==> config.mk <==
export PLATFORM = sky130hd
export DESIGN_NAME = edns_option_tlv_scanner
export DESIGN_NICKNAME = d
export VERILOG_FILES = /design/src/design/eots_pkg.sv /design/src/design/eots_front.sv /design/src/design/eots_queue.sv /design/src/design/eots_back.sv /design/src/design/edns_option_tlv_scanner.sv
export SDC_FILE = /design/constraint.sdc
export NUM_CORES = 1
export LEC_CHECK = 0
export BUFFER_PORTS_ARGS = -buffer_cell sky130_fd_sc_hd__buf_4
export CAP_MARGIN = 10
export CORE_MARGIN = 2
export CORE_UTILIZATION = 65
export DETAILED_ROUTE_END_ITERATION = 8
export GPL_TIMING_DRIVEN = 0
export PLACE_DENSITY = 0.84
export SYNTH_ARGS = -nofsm -noshare
export SYNTH_HDL_FRONTEND = slang
export SYNTH_SLANG_ARGS = --single-unit
==> constraint.sdc <==
create_clock -name i_clk -period 13.6 [get_ports i_clk]
set_input_delay 2.04 -clock i_clk [delete_from_list [all_inputs] [get_ports i_clk]]
set_output_delay 2.04 -clock i_clk [all_outputs]
set_load 0.005 [all_outputs]
==> src/design/eots_pkg.sv <==
// Package for the EDNS option TLV scanner: phase codes, result kinds,
// the event record passed from the parser to the output side.
// No dependencies.
`timescale 1ns / 1ps

package eots_pkg;

    localparam int unsigned BYTE_W      = 8;
    localparam int unsigned WORD_W      = 16;
    localparam int unsigned PHASE_W     = 3;
    localparam int unsigned OUT_TDATA_W = 72;
    localparam int unsigned EVQ_DEPTH_DEF = 4;

    localparam logic [PHASE_W-1:0] PH_CODE_HI = 3'd0;
    localparam logic [PHASE_W-1:0] PH_CODE_LO = 3'd1;
    localparam logic [PHASE_W-1:0] PH_LEN_HI  = 3'd2;
    localparam logic [PHASE_W-1:0] PH_LEN_LO  = 3'd3;
    localparam logic [PHASE_W-1:0] PH_BODY    = 3'd4;

    localparam logic KIND_RECORD  = 1'b0;
    localparam logic KIND_SUMMARY = 1'b1;

    localparam logic STATUS_OK    = 1'b0;
    localparam logic STATUS_TRUNC = 1'b1;

    // One parser event: an optional option record followed by an optional summary.
    typedef struct packed {
        logic              rec_valid;
        logic              sum_valid;
        logic              rec_last;
        logic [WORD_W-1:0] code;
        logic [WORD_W-1:0] offset;
        logic [WORD_W-1:0] length;
        logic              code_hit;
        logic              found;
        logic [WORD_W-1:0] found_offset;
        logic              status;
    } t_event;

endpackage

==> src/design/eots_front.sv <==
// Front part of the EDNS option TLV scanner: walks the option headers and
// bodies byte by byte and emits one event per byte that completes something.
// Depends on eots_pkg.
`timescale 1ns / 1ps

module eots_front (
    input  logic                         i_clk,
    input  logic                         i_rst_n,
    input  logic                         i_cfg_we,
    input  logic [eots_pkg::WORD_W-1:0]  i_cfg_data,
    input  logic                         i_valid,
    input  logic [eots_pkg::BYTE_W-1:0]  i_byte,
    input  logic                         i_last,
    input  logic                         i_q_ready,
    output logic                         o_ready,
    output logic                         o_push,
    output eots_pkg::t_event             o_event
);
    import eots_pkg::*;

    logic [WORD_W-1:0]  r_wanted;
    logic [PHASE_W-1:0] r_phase,  n_phase;
    logic [WORD_W-1:0]  r_pos,    n_pos;
    logic [WORD_W-1:0]  r_code,   n_code;
    logic [WORD_W-1:0]  r_length, n_length;
    logic [WORD_W-1:0]  r_remain, n_remain;
    logic [WORD_W-1:0]  r_start,  n_start;
    logic               r_seen,   n_seen;
    logic [WORD_W-1:0]  r_moff,   n_moff;

    logic              accept;
    logic              done;
    logic [WORD_W-1:0] rem_dec;
    logic [WORD_W-1:0] rec_length;
    logic              match;

    assign accept  = i_valid && i_q_ready;
    assign o_ready = i_q_ready;
    assign rem_dec = r_remain - 16'd1;

    always_comb begin
        n_phase  = r_phase;
        n_code   = r_code;
        n_length = r_length;
        n_remain = r_remain;
        n_start  = r_start;
        done     = 1'b0;
        unique case (r_phase)
            PH_CODE_LO: begin
                n_code  = {r_code[WORD_W-1:BYTE_W], i_byte};
                n_phase = PH_LEN_HI;
            end
            PH_LEN_HI: begin
                n_length = {i_byte, {BYTE_W{1'b0}}};
                n_phase  = PH_LEN_LO;
            end
            PH_LEN_LO: begin
                n_length = {r_length[WORD_W-1:BYTE_W], i_byte};
                n_remain = {r_length[WORD_W-1:BYTE_W], i_byte};
                if ({r_length[WORD_W-1:BYTE_W], i_byte} == '0) begin
                    done    = 1'b1;
                    n_phase = PH_CODE_HI;
                end else begin
                    n_phase = PH_BODY;
                end
            end
            PH_BODY: begin
                n_remain = rem_dec;
                if (rem_dec == '0) begin
                    done    = 1'b1;
                    n_phase = PH_CODE_HI;
                end
            end
            default: begin
                n_start = r_pos;
                n_code  = {i_byte, {BYTE_W{1'b0}}};
                n_phase = PH_CODE_LO;
            end
        endcase
        n_pos = r_pos + 16'd1;
    end

    assign rec_length = n_length;
    assign match      = (r_code == r_wanted);

    always_comb begin
        n_seen = r_seen;
        n_moff = r_moff;
        if (done && match && !r_seen) begin
            n_seen = 1'b1;
            n_moff = r_start;
        end
    end

    always_comb begin
        o_event              = '0;
        o_event.rec_valid    = done;
        o_event.sum_valid    = i_last;
        o_event.rec_last     = !i_last;
        o_event.code         = r_code;
        o_event.offset       = r_start;
        o_event.length       = rec_length;
        o_event.code_hit     = match;
        o_event.found        = n_seen;
        o_event.found_offset = n_seen ? n_moff : '0;
        o_event.status       = (n_phase == PH_CODE_HI) ? STATUS_OK : STATUS_TRUNC;
    end

    assign o_push = accept && (done || i_last);

    always_ff @(posedge i_clk) begin
        if (!i_rst_n) begin
            r_wanted <= '0;
        end else if (i_cfg_we) begin
            r_wanted <= i_cfg_data;
        end
    end

    always_ff @(posedge i_clk) begin
        if (!i_rst_n) begin
            r_phase  <= PH_CODE_HI;
            r_pos    <= '0;
            r_code   <= '0;
            r_length <= '0;
            r_remain <= '0;
            r_start  <= '0;
            r_seen   <= 1'b0;
            r_moff   <= '0;
        end else if (accept) begin
            if (i_last) begin
                r_phase  <= PH_CODE_HI;
                r_pos    <= '0;
                r_code   <= '0;
                r_length <= '0;
                r_remain <= '0;
                r_start  <= '0;
                r_seen   <= 1'b0;
                r_moff   <= '0;
            end else begin
                r_phase  <= n_phase;
                r_pos    <= n_pos;
                r_code   <= n_code;
                r_length <= n_length;
                r_remain <= n_remain;
                r_start  <= n_start;
                r_seen   <= n_seen;
                r_moff   <= n_moff;
            end
        end
    end

    a_last_restarts: assert property (@(posedge i_clk) disable iff (!i_rst_n)
        accept && i_last |=> r_phase == PH_CODE_HI && r_pos == '0 && !r_seen)
        else $error("walk state not cleared after final byte");

    a_body_nonzero: assert property (@(posedge i_clk) disable iff (!i_rst_n)
        r_phase == PH_BODY |-> r_remain != '0)
        else $error("body phase with nothing left to consume");

    a_match_offset: assert property (@(posedge i_clk) disable iff (!i_rst_n)
        !r_seen |-> r_moff == '0)
        else $error("match offset set without a match");

endmodule

==> src/design/eots_queue.sv <==
// Event queue between the parser and the output sequencer.
// Small register FIFO with occupancy count. Depends on eots_pkg.
`timescale 1ns / 1ps

module eots_queue #(
    parameter int unsigned DEPTH = eots_pkg::EVQ_DEPTH_DEF
) (
    input  logic              i_clk,
    input  logic              i_rst_n,
    input  logic              i_push,
    input  eots_pkg::t_event  i_event,
    output logic              o_ready,
    input  logic              i_pop,
    output logic              o_nonempty,
    output eots_pkg::t_event  o_event
);
    import eots_pkg::*;

    localparam int unsigned AW = (DEPTH > 1) ? $clog2(DEPTH) : 1;
    localparam int unsigned CW = $clog2(DEPTH + 1);
    localparam logic [AW-1:0] LAST_IDX = AW'(DEPTH - 1);
    localparam logic [CW-1:0] FULL_CNT = CW'(DEPTH);

    t_event          r_mem [DEPTH];
    logic [AW-1:0]   r_wptr, r_rptr;
    logic [CW-1:0]   r_count;

    assign o_ready    = (r_count != FULL_CNT);
    assign o_nonempty = (r_count != '0);
    assign o_event    = r_mem[r_rptr];

    always_ff @(posedge i_clk) begin
        if (i_push) begin
            r_mem[r_wptr] <= i_event;
        end
    end

    always_ff @(posedge i_clk) begin
        if (!i_rst_n) begin
            r_wptr  <= '0;
            r_rptr  <= '0;
            r_count <= '0;
        end else begin
            if (i_push) begin
                r_wptr <= (r_wptr == LAST_IDX) ? '0 : r_wptr + AW'(1);
            end
            if (i_pop) begin
                r_rptr <= (r_rptr == LAST_IDX) ? '0 : r_rptr + AW'(1);
            end
            if (i_push && !i_pop) begin
                r_count <= r_count + CW'(1);
            end else if (!i_push && i_pop) begin
                r_count <= r_count - CW'(1);
            end
        end
    end

endmodule

==> src/design/eots_back.sv <==
// Back part of the EDNS option TLV scanner: takes events from the queue and
// drives the result stream, record first, then the summary.
// Depends on eots_pkg.
`timescale 1ns / 1ps

module eots_back (
    input  logic                               i_clk,
    input  logic                               i_rst_n,
    input  logic                               i_q_nonempty,
    input  eots_pkg::t_event                   i_event,
    output logic                               o_pop,
    output logic                               o_tvalid,
    input  logic                               i_tready,
    output logic [eots_pkg::OUT_TDATA_W-1:0]   o_tdata,
    output logic                               o_tuser,
    output logic                               o_tlast
);
    import eots_pkg::*;

    logic                   r_valid;
    logic                   r_kind;
    logic                   r_last;
    logic [OUT_TDATA_W-1:0] r_data;
    logic                   r_pend_sum;
    logic                   r_sum_found;
    logic [WORD_W-1:0]      r_sum_foff;
    logic                   r_sum_status;

    logic                   load;
    logic [OUT_TDATA_W-1:0] rec_data;
    logic [OUT_TDATA_W-1:0] sum_data;
    logic [OUT_TDATA_W-1:0] held_sum_data;

    assign load  = !r_valid || i_tready;
    assign o_pop = load && !r_pend_sum && i_q_nonempty;

    // tdata: code, offset, length, code_matches, found, found_offset, status, pad
    assign rec_data = {5'd0, STATUS_OK, {WORD_W{1'b0}}, 1'b0, i_event.code_hit,
                       i_event.length, i_event.offset, i_event.code};
    assign sum_data = {5'd0, i_event.status, i_event.found_offset, i_event.found, 1'b0,
                       {(3*WORD_W){1'b0}}};
    assign held_sum_data = {5'd0, r_sum_status, r_sum_foff, r_sum_found, 1'b0,
                            {(3*WORD_W){1'b0}}};

    always_ff @(posedge i_clk) begin
        if (!i_rst_n) begin
            r_valid    <= 1'b0;
            r_pend_sum <= 1'b0;
        end else if (load) begin
            if (r_pend_sum) begin
                r_valid    <= 1'b1;
                r_pend_sum <= 1'b0;
            end else if (i_q_nonempty) begin
                r_valid    <= 1'b1;
                r_pend_sum <= i_event.rec_valid && i_event.sum_valid;
            end else begin
                r_valid <= 1'b0;
            end
        end
    end

    always_ff @(posedge i_clk) begin
        if (load) begin
            if (r_pend_sum) begin
                r_kind <= KIND_SUMMARY;
                r_last <= 1'b1;
                r_data <= held_sum_data;
            end else if (i_q_nonempty) begin
                r_sum_found  <= i_event.found;
                r_sum_foff   <= i_event.found_offset;
                r_sum_status <= i_event.status;
                if (i_event.rec_valid) begin
                    r_kind <= KIND_RECORD;
                    r_last <= i_event.rec_last;
                    r_data <= rec_data;
                end else begin
                    r_kind <= KIND_SUMMARY;
                    r_last <= 1'b1;
                    r_data <= sum_data;
                end
            end
        end
    end

    assign o_tvalid = r_valid;
    assign o_tdata  = r_data;
    assign o_tuser  = r_kind;
    assign o_tlast  = r_last;

    a_pend_behind_record: assert property (@(posedge i_clk) disable iff (!i_rst_n)
        r_pend_sum |-> r_valid && r_kind == KIND_RECORD && !r_last)
        else $error("summary pending without its record in the output slot");

    a_summary_is_last: assert property (@(posedge i_clk) disable iff (!i_rst_n)
        r_valid && r_kind == KIND_SUMMARY |-> r_last)
        else $error("summary transfer not marked last");

    a_pop_nonempty: assert property (@(posedge i_clk) disable iff (!i_rst_n)
        o_pop |-> i_q_nonempty && !r_pend_sum)
        else $error("queue popped while empty or summary pending");

endmodule

==> src/design/edns_option_tlv_scanner.sv <==
// Top level of the EDNS option TLV scanner: parser front, event queue, output back.
// Depends on eots_pkg, eots_front, eots_queue, eots_back.
`timescale 1ns / 1ps

// Takes one option-area byte per cycle and sustains one byte per clock. Each
// byte is parsed combinationally; a byte that completes an option or ends the
// area leaves one event in a queue of EVQ_DEPTH entries. The output register
// sends one transfer per cycle while the receiver is ready: a completed option
// record and, on the final byte, a summary after it, so a final byte that also
// closes an option yields two transfers. The input stalls only when the queue
// is full. wanted_code may be written at any time the block is idle.

module edns_option_tlv_scanner #(
    parameter int unsigned EVQ_DEPTH = eots_pkg::EVQ_DEPTH_DEF
) (
    input  logic                               i_clk,
    input  logic                               i_rst_n,
    input  logic                               i_cfg_valid,
    output logic                               o_cfg_ready,
    input  logic [eots_pkg::WORD_W-1:0]        i_cfg_data,   // wanted_code
    input  logic                               i_s_tvalid,
    output logic                               o_s_tready,
    input  logic [eots_pkg::BYTE_W-1:0]        i_s_tdata,    // data_byte
    input  logic                               i_s_tlast,    // last_byte
    output logic                               o_m_tvalid,
    input  logic                               i_m_tready,
    // [15:0] option_code, [31:16] option_offset, [47:32] option_length,
    // [48] code_matches, [49] found, [65:50] found_offset, [66] status, [71:67] zero
    output logic [eots_pkg::OUT_TDATA_W-1:0]   o_m_tdata,
    output logic                               o_m_tuser,    // result_kind
    output logic                               o_m_tlast     // last_result
);
    import eots_pkg::*;

    logic   q_ready;
    logic   push;
    logic   pop;
    logic   q_nonempty;
    t_event front_event;
    t_event head_event;

    assign o_cfg_ready = 1'b1;

    eots_front u_front (
        .i_clk      (i_clk),
        .i_rst_n    (i_rst_n),
        .i_cfg_we   (i_cfg_valid),
        .i_cfg_data (i_cfg_data),
        .i_valid    (i_s_tvalid),
        .i_byte     (i_s_tdata),
        .i_last     (i_s_tlast),
        .i_q_ready  (q_ready),
        .o_ready    (o_s_tready),
        .o_push     (push),
        .o_event    (front_event)
    );

    eots_queue #(
        .DEPTH (EVQ_DEPTH)
    ) u_queue (
        .i_clk      (i_clk),
        .i_rst_n    (i_rst_n),
        .i_push     (push),
        .i_event    (front_event),
        .o_ready    (q_ready),
        .i_pop      (pop),
        .o_nonempty (q_nonempty),
        .o_event    (head_event)
    );

    eots_back u_back (
        .i_clk        (i_clk),
        .i_rst_n      (i_rst_n),
        .i_q_nonempty (q_nonempty),
        .i_event      (head_event),
        .o_pop        (pop),
        .o_tvalid     (o_m_tvalid),
        .i_tready     (i_m_tready),
        .o_tdata      (o_m_tdata),
        .o_tuser      (o_m_tuser),
        .o_tlast      (o_m_tlast)
    );

endmodule
==> results of run 1 <==
[where the power goes]
group	internal, mW	switching (mW)	total [mW]
Sequential	1.88	0.0790	1.96
Combinational	0.392	0.476	0.868
Clock	0.711	0.541	1.25
[metal layers]
layer / global-route usage [%] / wire length, µm / vias to the layer above
met2: 49.7 / 22600 / 560
met3: 4.58 / 3160 / 132
met1: 36.4 / 16800 / 5892
li1: - / - / 5267
met4: 11.6 / 1750 / 0
met5: 0 / 0 / -
[through the flow]
step	cell area [µm²]	util [%]	worst slack [ps]
5_1_grt	22600	76.0	8920
3_5_place_dp	21100	71.0	8860
2_1_floorplan	19700	-	8100
4_1_cts	22600	76.0	9150
6_report	22600	76.0	9110
3_3_place_gp	20900	70.3	6600
[path summary, 6_finish.rpt]
path,start,end,slack [ps],cells after the start
hold / removal,u_front.r_moff[6],u_front.r_moff[6],460,2
hold reg to reg,u_front.r_moff[6],u_front.r_moff[6],460,2
setup reg to reg,u_front.r_remain[0],u_queue.r_count[2],9110,16
setup / recovery,u_front.r_remain[0],u_queue.r_count[2],9110,16
[registers in the layout, indices dropped and copies added, names as in the netlist, named ones only]
| register | cells |
|---|---|
| u_front.r_wanted | 16 |
| u_back.o_tlast | 1 |
| u_queue.r_rptr | 2 |
| u_back.r_sum_foff | 16 |
| u_queue.r_mem | 280 |
| u_back.o_tuser | 1 |
| u_front.r_seen | 1 |
| u_back.o_tdata | 67 |
| u_front.r_pos | 16 |
| u_front.r_remain | 16 |
| u_back.r_sum_status | 1 |
| u_queue.r_count | 3 |
| u_front.r_length | 16 |
| u_back.o_tvalid | 1 |
| u_front.r_code | 16 |
| u_front.r_moff | 16 |
| u_back.r_sum_found | 1 |
| u_front.r_phase | 3 |
| u_back.r_pend_sum | 1 |
| u_queue.r_wptr | 2 |
| u_front.r_start | 16 |
[layout by cell type (no fill, tap or decap), types with 4 or more instances in the layout]
cell       Yosys  final
a21boi_0      14     14
a21oi_1       19     19
a22o_1        18     18
a22oi_1       13     13
a2bb2oi_1      5      5
and2_1        15     11
and2_4         2      6
and3_1         6      6
buf_1          9      9
buf_16         0      4
buf_4          7    106
clkbuf_1      60     71
clkbuf_16      0     48
clkbuf_8       0     11
clkinv_1       1      4
clkinv_2       0     10
conb_1         2      6
dfxtp_1      127    127
edfxtp_1     367    367
ha_1           9      9
inv_1         29     30
mux2_2         9      9
mux2i_1       29     29
mux4_2        69     69
nand2_1      121    121
nand2b_1       7      7
nand3_1       28     28
nand4_1        6      6
nor2_1        50     49
nor2b_1       97     97
nor3_1        10      9
nor4_1        12     12
o21ai_0       67     67
o21ai_1       11     11
o31ai_1        4      4
or2_2          4      4
or3_1          7      7
xnor2_1        9      9
xor2_1        31     31
[layout make-up]
type / instances / area, µm²
fill: 1674 / 7130
clock buffer: 70 / 1390
clock inverter: 18 / 106
sequential: 494 / 13600
buffer: 81 / 368
inverter: 30 / 113
multi-input combinational: 725 / 5650
timing repair buffer: 106 / 905
tap: 390 / 488
[worst max-delay path, cell delays in order, from the launching register on]
cell	delay, ps
dfxtp_1	320
clkbuf_1	230
inv_1	110
ha_1	310
clkbuf_1	480
nand3b_1	130
o31ai_1	100
a21oi_1	140
or3_1	410
or3_1	440
a31oi_4	300
ha_1	240
inv_1	70
fa_1	390
xor2_1	180
or3_1	310
a21boi_0	230
[cell families after synthesis]
family,count (synthesis)
compound gates,176
buf+inv,111
fa+ha+maj,10
simple gates,386
flops,494
mux,107
xor+xnor,40
other cells,2
==> results.cfg, run 1 <==
[routing]
firstDrtPassIters = 5
via_per_inst = 6.19
drt_iter0_markers = 1063
via_count = 11900
post_drt_wl_per_cell_um = 23.1
drc = 0
routed_wl_um = 44300
antenna_left = 0

[power_and_ir_drop]
finalPower_mw = 4.08
power_density_mw_per_mm2 = 181
peakVddDrop_mv = 0.121
power.leakage_nw = 7.94

[hold_path]
hold_class = reg2reg

[synth]
synthMuxAreaShare_pct = 9.90
synth_area_per_cell_um2 = 14.8
synth_cell_types = 71
syn_inst = 1326
yosysSeqAreaShare_pct = 69.0
synthTopCellsByCount = edfxtp_1, dfxtp_1, nand2_1
synthDominantCellAreaShare_pct = 56.1
synth_compound_area_share_pct = 5.87
synthesis.area_mm2 = 0.0197
synthFlopType = edfxtp_1
synth_simple_gate_area_share_pct = 10.3
yosysTopAreaCell = edfxtp_1
synth_most_common_cell = edfxtp_1
synth_fa_ha_area_share_pct = 0.675
synth-xor-area-share_pct = 1.78
yosysWarnings = 0
synthTopCellsByArea = edfxtp_1, dfxtp_1, mux4_2
synth-edff-count = 367
synth_top_family_by_area = simple AND/OR/NAND/NOR gates
async_flop_share_pct = 0
yosys_register_bits = 494

[die]
num_rows = 63
die-area_mm2 = 0.0317
die_y_um = 178
io_pins = 107
die_w_um = 178
initial_utilization_pct = 66.2
core-area_mm2 = 0.0297

[sta]
finalCritPeriodShare_pct = 33.0
hold_ws_ps = 463
skew_ps = 13.8
setup_viol = 0
worst_slew_pin_slew_ps = 1160
slew_headroom_pct = 22.2
timing.fmax_mhz = 223
setup_tns_ps = 0
drv_slew = 0
rsz0062_at_grt = false
hold_violations = 0
period_minus_slack_ps = 4490

[finish]
diodes = 0
instances_no_fill = 1914
final_nets = 1525
synthToLayoutAreaGrowth_pct = 14.9
drive_above_1_share_pct = 19.1

[grt]
grt_overflow_total = 0
grt_first_pass_wirelength_um = 68300
grt_pass1_vias = 12200
grt_usage_pct = 28.7
antenna_found_initial = 0
grt_max_degree = 54

[clock_network]
cts.sinks = 494
cts_hold_buf = 0
path_clk_slew_ps = 60
clk_path_buf_depth = 3
cts_tree = yes
numCtsBuffers = 47
htreeDepth = 2
cts_setup_buffers = 0
clkLatencyLatePin_ps = 550
cts_resized = 0
clockRootBuffer = clkbuf_16

[flow_run]
cap_violations = 0

[status]
status = finished clean

[worst_setup_path]
endpoint_kind = flop
path_max_fanout = 10
crit_required_ps = 14060
critPathLaunchType = flop
crit_type = reg2reg
cp_data_arrival_time_ps = 4950

[placement]
placement.io_buffers = 99
gp_congestion = 0.892
detailedPlacementHpwl_um = 28300
dp_cells = 1826
No activity file was read; power rests on OpenSTA's default activity.
==> run 2, diff against run 1 <==
CORE_UTILIZATION = 61   (was 65)
PLACE_DENSITY = 0.8   (was 0.84)
clock period = 4.2 ns   (was 13.6 ns; I/O delays follow)
==> run 2 against run 1 <==
  * Final cell count is 1.0% higher
  * Die area is 6.4% higher
  * Critical path depth is 2 lower
  * Total power grew to 3.3 times the previous value
  * Register-to-register slack worse by 8900 ps
  * Highest routed layer unchanged
  * Clock power grew to 3.5 times the previous value
==> results.cfg, run 2 (same netlist as run 1, synthesis figures left out) <==
[sta]
rsz0062_at_grt = false
setup_tns_ps = 0
period_minus_slack_ps = 3990
worst_slew_pin_slew_ps = 1200
skew_ps = 13.2
setup_viol = 0
finalCritPeriodShare_pct = 95.0
setup_ws_ps = 210
hold_violations = 0
slew_headroom_pct = 19.1
drv_slew = 0
timing.fmax_mhz = 251
hold_ws_ps = 297

[grt]
grt_max_degree = 48
grt_first_pass_wirelength_um = 64400
grt_pass1_vias = 11700
antenna_found_initial = 2
grt_overflow_total = 0
grt_usage_pct = 25.0

[routing]
antenna_left = 0
routed_wl_um = 41500
via_per_inst = 5.94
drc = 0
via_count = 11500
drt_iter0_markers = 1029
firstDrtPassIters = 5
post_drt_wl_per_cell_um = 21.5

[finish]
most-common-layout-cells = edfxtp_1, dfxtp_1, nand2_1, buf_4, nor2b_1
multi_input_area_mm2 = 0.00566
synthToLayoutAreaGrowth_pct = 15.9
final_nets = 1531
drive_above_1_share_pct = 19.9
largest_reg_flops = 280
mostFrequentLayoutCell = edfxtp_1
regArea_mm2 = 0.0136
design_area_mm2 = 0.0228
regMostFlops = u_queue.r_mem
fin_util_pct = 72.0
instances_no_fill = 1934
fill_cells = 1938

[worst_setup_path]
critPathLaunchType = flop
endpoint_kind = flop
cp_data_arrival_time_ps = 4460
rrSetupSlack_ps = 210
path_max_fanout = 9
crit_required_ps = 4670
crit_type = reg2reg

[power_and_ir_drop]
power.leakage_nw = 8.03
finalPower_mw = 13.4
peakVddDrop_mv = 0.373
power_density_mw_per_mm2 = 589

[clock_network]
clkLatencyLatePin_ps = 550
htreeDepth = 2
path_clk_slew_ps = 60
clk_path_buf_depth = 3
cts_tree = yes
cts.sinks = 494
clockRootBuffer = clkbuf_16
numCtsBuffers = 48

[die]
die_w_um = 184
io_pins = 107
initial_utilization_pct = 62.1
die-area_mm2 = 0.0337
core-area_mm2 = 0.0316
num_rows = 65
die_y_um = 184

[placement]
dp_cells = 1838
gp_congestion = 0.943
preCtsSetupSlack_ps = -154
detailedPlacementHpwl_um = 27200
placed_cell_area_mm2 = 0.0211
placement.io_buffers = 99

[status]
status = finished clean

[flow_run]
cap_violations = 0

[hold_path]
hold_class = in2reg
-- run 2: critical path: stages, from the launching register on --
cell and delay (ps):
dfxtp_1 510, inv_1 110, ha_2 240, nor4b_1 240, o2111a_1 260, nor2_1 50, or3_1 460, or3_1 450
a31oi_4 260, ha_1 220, inv_1 70, fa_1 390, xor2_1 180, or3_1 310, a21boi_0 150
-- run 2: layout make-up --
class	instances	area share, %
Antenna cell	2	0.0220
Tap cell	402	2.21
Inverter	30	0.494
Sequential cell	494	59.5
Timing Repair Buffer	112	4.17
Clock buffer	77	6.29
Multi-Input combinational cell	725	24.8
Clock inverter	12	0.829
Buffer	80	1.62
-- run 2: where the power goes --
part	switching (mW)	leakage (nW)	internal, mW
registers	0.231	4.58	6.10
clock network	1.76	0.811	2.60
logic	1.46	2.64	1.27
-- run 2: what timing repair did --
action	CTS	global route
pin swaps	0	3
hold endpoints to repair	0	0
gates resized for setup	2	3
setup buffers	0	6
hold buffers	0	0
endpoints found under the setup margin	41	35
cloned	0	0
-- run 2: final timing paths --
| path | from | end | cells past startpoint |
|---|---|---|---|
| min | i_s_tlast | u_queue.r_mem[1][68] | 1 |
| min reg2reg | u_front.r_moff[5] | u_front.r_moff[5] | 2 |
| max reg2reg | u_front.r_remain[1] | u_queue.r_count[2] | 14 |
| max | u_front.r_remain[1] | u_queue.r_count[2] | 14 |
-- run 2: metal layers --
layer	share of wire, %	routed length (µm)	GRT usage, %	up-vias
met5	0	0	0	-
met4	3.5	1450	9.18	0
met3	5.9	2460	4.04	86
met2	51	21000	43.0	412
met1	40	16600	32.4	5705
li1	-	-	-	5284
==> run 3, diff against run 2 <==
CORE_UTILIZATION = 63   (was 61)
CTS_BUF_LIST = sky130_fd_sc_hd__clkbuf_8   (was not set)
PLACE_DENSITY = 0.82   (was 0.8)
==> run 3 against run 2 <==
  * Core utilization up 1.4 points
  * Maximum frequency up 0.19%
  * Total power down 5.7%
  * Final cell count up 2.0%
  * Critical path depth up 1
  * Global-route usage up 0.44 points
  * Clock power down 18%
  * Register-to-register slack about the same
  * Clock-buffer cell count unchanged
  * Setup slack better by 7.5 ps
  * Sequential cell count unchanged
==> results.cfg, run 3 (same netlist as run 1, synthesis figures left out) <==
[worst_setup_path]
cp_data_arrival_time_ps = 4510
slowest_delay_ps = 430
r2r_cells = 15
critPathBufInv = 3
critPathLaunchType = flop
r2r-start = u_front.r_remain[0]
worstReg2RegEnd = u_queue.r_count[2]
crit_slowest_cell = or3_4
crit_required_ps = 4720
crit_chain = clkbuf_4 -> inv_1 -> ha_2 -> nor3b_1 -> nand4_1 -> xnor2_1 -> or3_4 -> or3_1 -> a31oi_4 -> ha_1 -> inv_1 -> fa_1 -> xor2_1 -> or3_1 -> a21boi_1
critical-path-top-delay-family = simple AND/OR/NAND/NOR gates
crit_cells = 15
crit_type = reg2reg
path_max_fanout = 10
rrSetupSlack_ps = 220
endpoint_kind = flop

[grt]
grt_pass1_vias = 11800
grt_usage_pct = 25.4
grt_max_degree = 52
grt_first_pass_wirelength_um = 64400
grt_overflow_total = 0
antenna_found_initial = 1

[clock_network]
numCtsBuffers = 75
cts.sinks = 494
htreeDepth = 3
cts_tree = yes
cts_hold_buf = 0
clockRootBuffer = clkbuf_8
path_clk_slew_ps = 70
clkLatencyLatePin_ps = 610
clk_path_buf_depth = 3

[die]
initial_utilization_pct = 64.1
die_y_um = 181
io_pins = 107
num_rows = 64
die_w_um = 181
core-area_mm2 = 0.0307
die-area_mm2 = 0.0326

[power_and_ir_drop]
peakVddDrop_mv = 0.338
pwr-share-seq_pct = 50.1
p_comb_share_pct = 21.9
swShare_pct = 27.9
power_switching_mw = 3.53
power.leakage_nw = 8.00
p_int_mw = 9.12
power_density_mw_per_mm2 = 562
power.share.clock_pct = 28.0
finalPower_mw = 12.6

[hold_path]
hold_depth = 1
hold_path_end = u_queue.r_mem[1][68]
hold_class = in2reg
hp-start = i_s_tlast

[routing]
drc = 0
via_count = 11700
drt_iter0_markers = 1044
antenna_left = 0
post_drt_wl_per_cell_um = 20.9
via_per_inst = 5.93
routed_wl_um = 41200
firstDrtPassIters = 6

[finish]
fin_util_pct = 73.4
regArea_mm2 = 0.0136
fill_cells = 1889
regMostFlops = u_queue.r_mem
synthToLayoutAreaGrowth_pct = 14.5
drive_above_1_share_pct = 20.0
most-common-layout-cells = edfxtp_1, dfxtp_1, nand2_1, buf_4, nor2b_1
final_nets = 1555
largest_reg_flops = 280
mostFrequentLayoutCell = edfxtp_1
multi_input_area_mm2 = 0.00567

[sta]
setup_ws_ps = 218
worst_slew_pin_slew_ps = 1110
hold_violations = 0
setup_tns_ps = 0
timing.fmax_mhz = 251
rsz0062_at_grt = false
finalCritPeriodShare_pct = 94.8
skew_ps = 31.5
drv_slew = 0
setup_viol = 0
slew_headroom_pct = 25.6
period_minus_slack_ps = 3980

[status]
status = finished clean

[placement]
preCtsSetupSlack_ps = -270
placement.io_buffers = 99
gp_congestion = 0.939
detailedPlacementHpwl_um = 27700

[flow_run]
cap_violations = 0
[run 3: cell count changes in the layout (fill, tap and decap cells not counted), moves of 4 or more]
cell,previous run,this run
clkinv_1,2,23
clkbuf_1,67,57
bufinv_16,4,0
clkbuf_8,9,77
clkbuf_16,49,0
clkbuf_2,10,0
inv_1,29,55
[run 3: worst register-to-register path, delay by kind of cell (launching register included)]
family | cells | cell delay (ps)
DFF | 1 | 320
and+or+nand+nor | 5 | 1550
xor gates and xnor gates | 2 | 400
adders and majority gates | 3 | 860
buffers and inverters | 3 | 330
AOI/OAI and AO/OA | 2 | 430
[run 3: final cells by class]
type                            instances  area share [%]
Sequential cell                       494            60.3
Multi-Input combinational cell        725            25.2
Clock buffer                           77            4.71
Timing Repair Buffer                  109            4.15
Tap cell                              396            2.20
Buffer                                 80            1.65
Clock inverter                         60            1.31
Inverter                               30           0.500
Antenna cell                            1          0.0111
[run 3: worst max path at each step]
stage	from	to	slack, ps
6_report	u_front.r_remain[0]	u_queue.r_count[2]	220
5_1_grt	u_front.r_remain[0]	u_queue.r_count[2]	60
4_1_cts	u_front.r_remain[0]	u_queue.r_count[2]	9
3_5_place_dp	u_front.r_remain[0]	u_queue.r_count[2]	-270
3_3_place_gp	i_m_tready	u_back.o_tdata[44]	-1550
2_1_floorplan	i_m_tready	u_back.o_tdata[0]	110
[run 3: metal layers]
layer,vias to the layer above,wire [µm],global-route usage [%],part of all wire (%)
li1,5332,-,-,-
met1,5806,16500,33.5,40
met2,480,20900,43.0,51
met3,85,2810,4.20,6.8
met4,0,1020,9.55,2.5
met5,-,0,0,0
[run 3: power by group through the flow]
stage | Clock [mW] | Sequential, mW | Combinational [mW]
after floorplan | 0 | 6.46 | 1.50
after global placement | 0 | 6.43 | 2.52
after detailed placement | 0 | 6.43 | 2.78
after CTS | 3.61 | 6.34 | 2.79
after global routing | 3.80 | 6.39 | 2.99
final | 3.55 | 6.34 | 2.77
[run 3: through the flow]
step                      cells  hold slack, ps  cell area (µm²)
final                      1972             233            22500
after global routing       1972             214            22500
after CTS                  1969             214            22500
after detailed placement   1832             458            21100
after global placement     1825             449            20900
after floorplan            1330             441            19700
[run 3: repair_timing]
item	CTS	global route
endpoints found under the setup margin	1	92
pin swaps	1	2
setup buffers	1	2
gates resized for setup	2	9
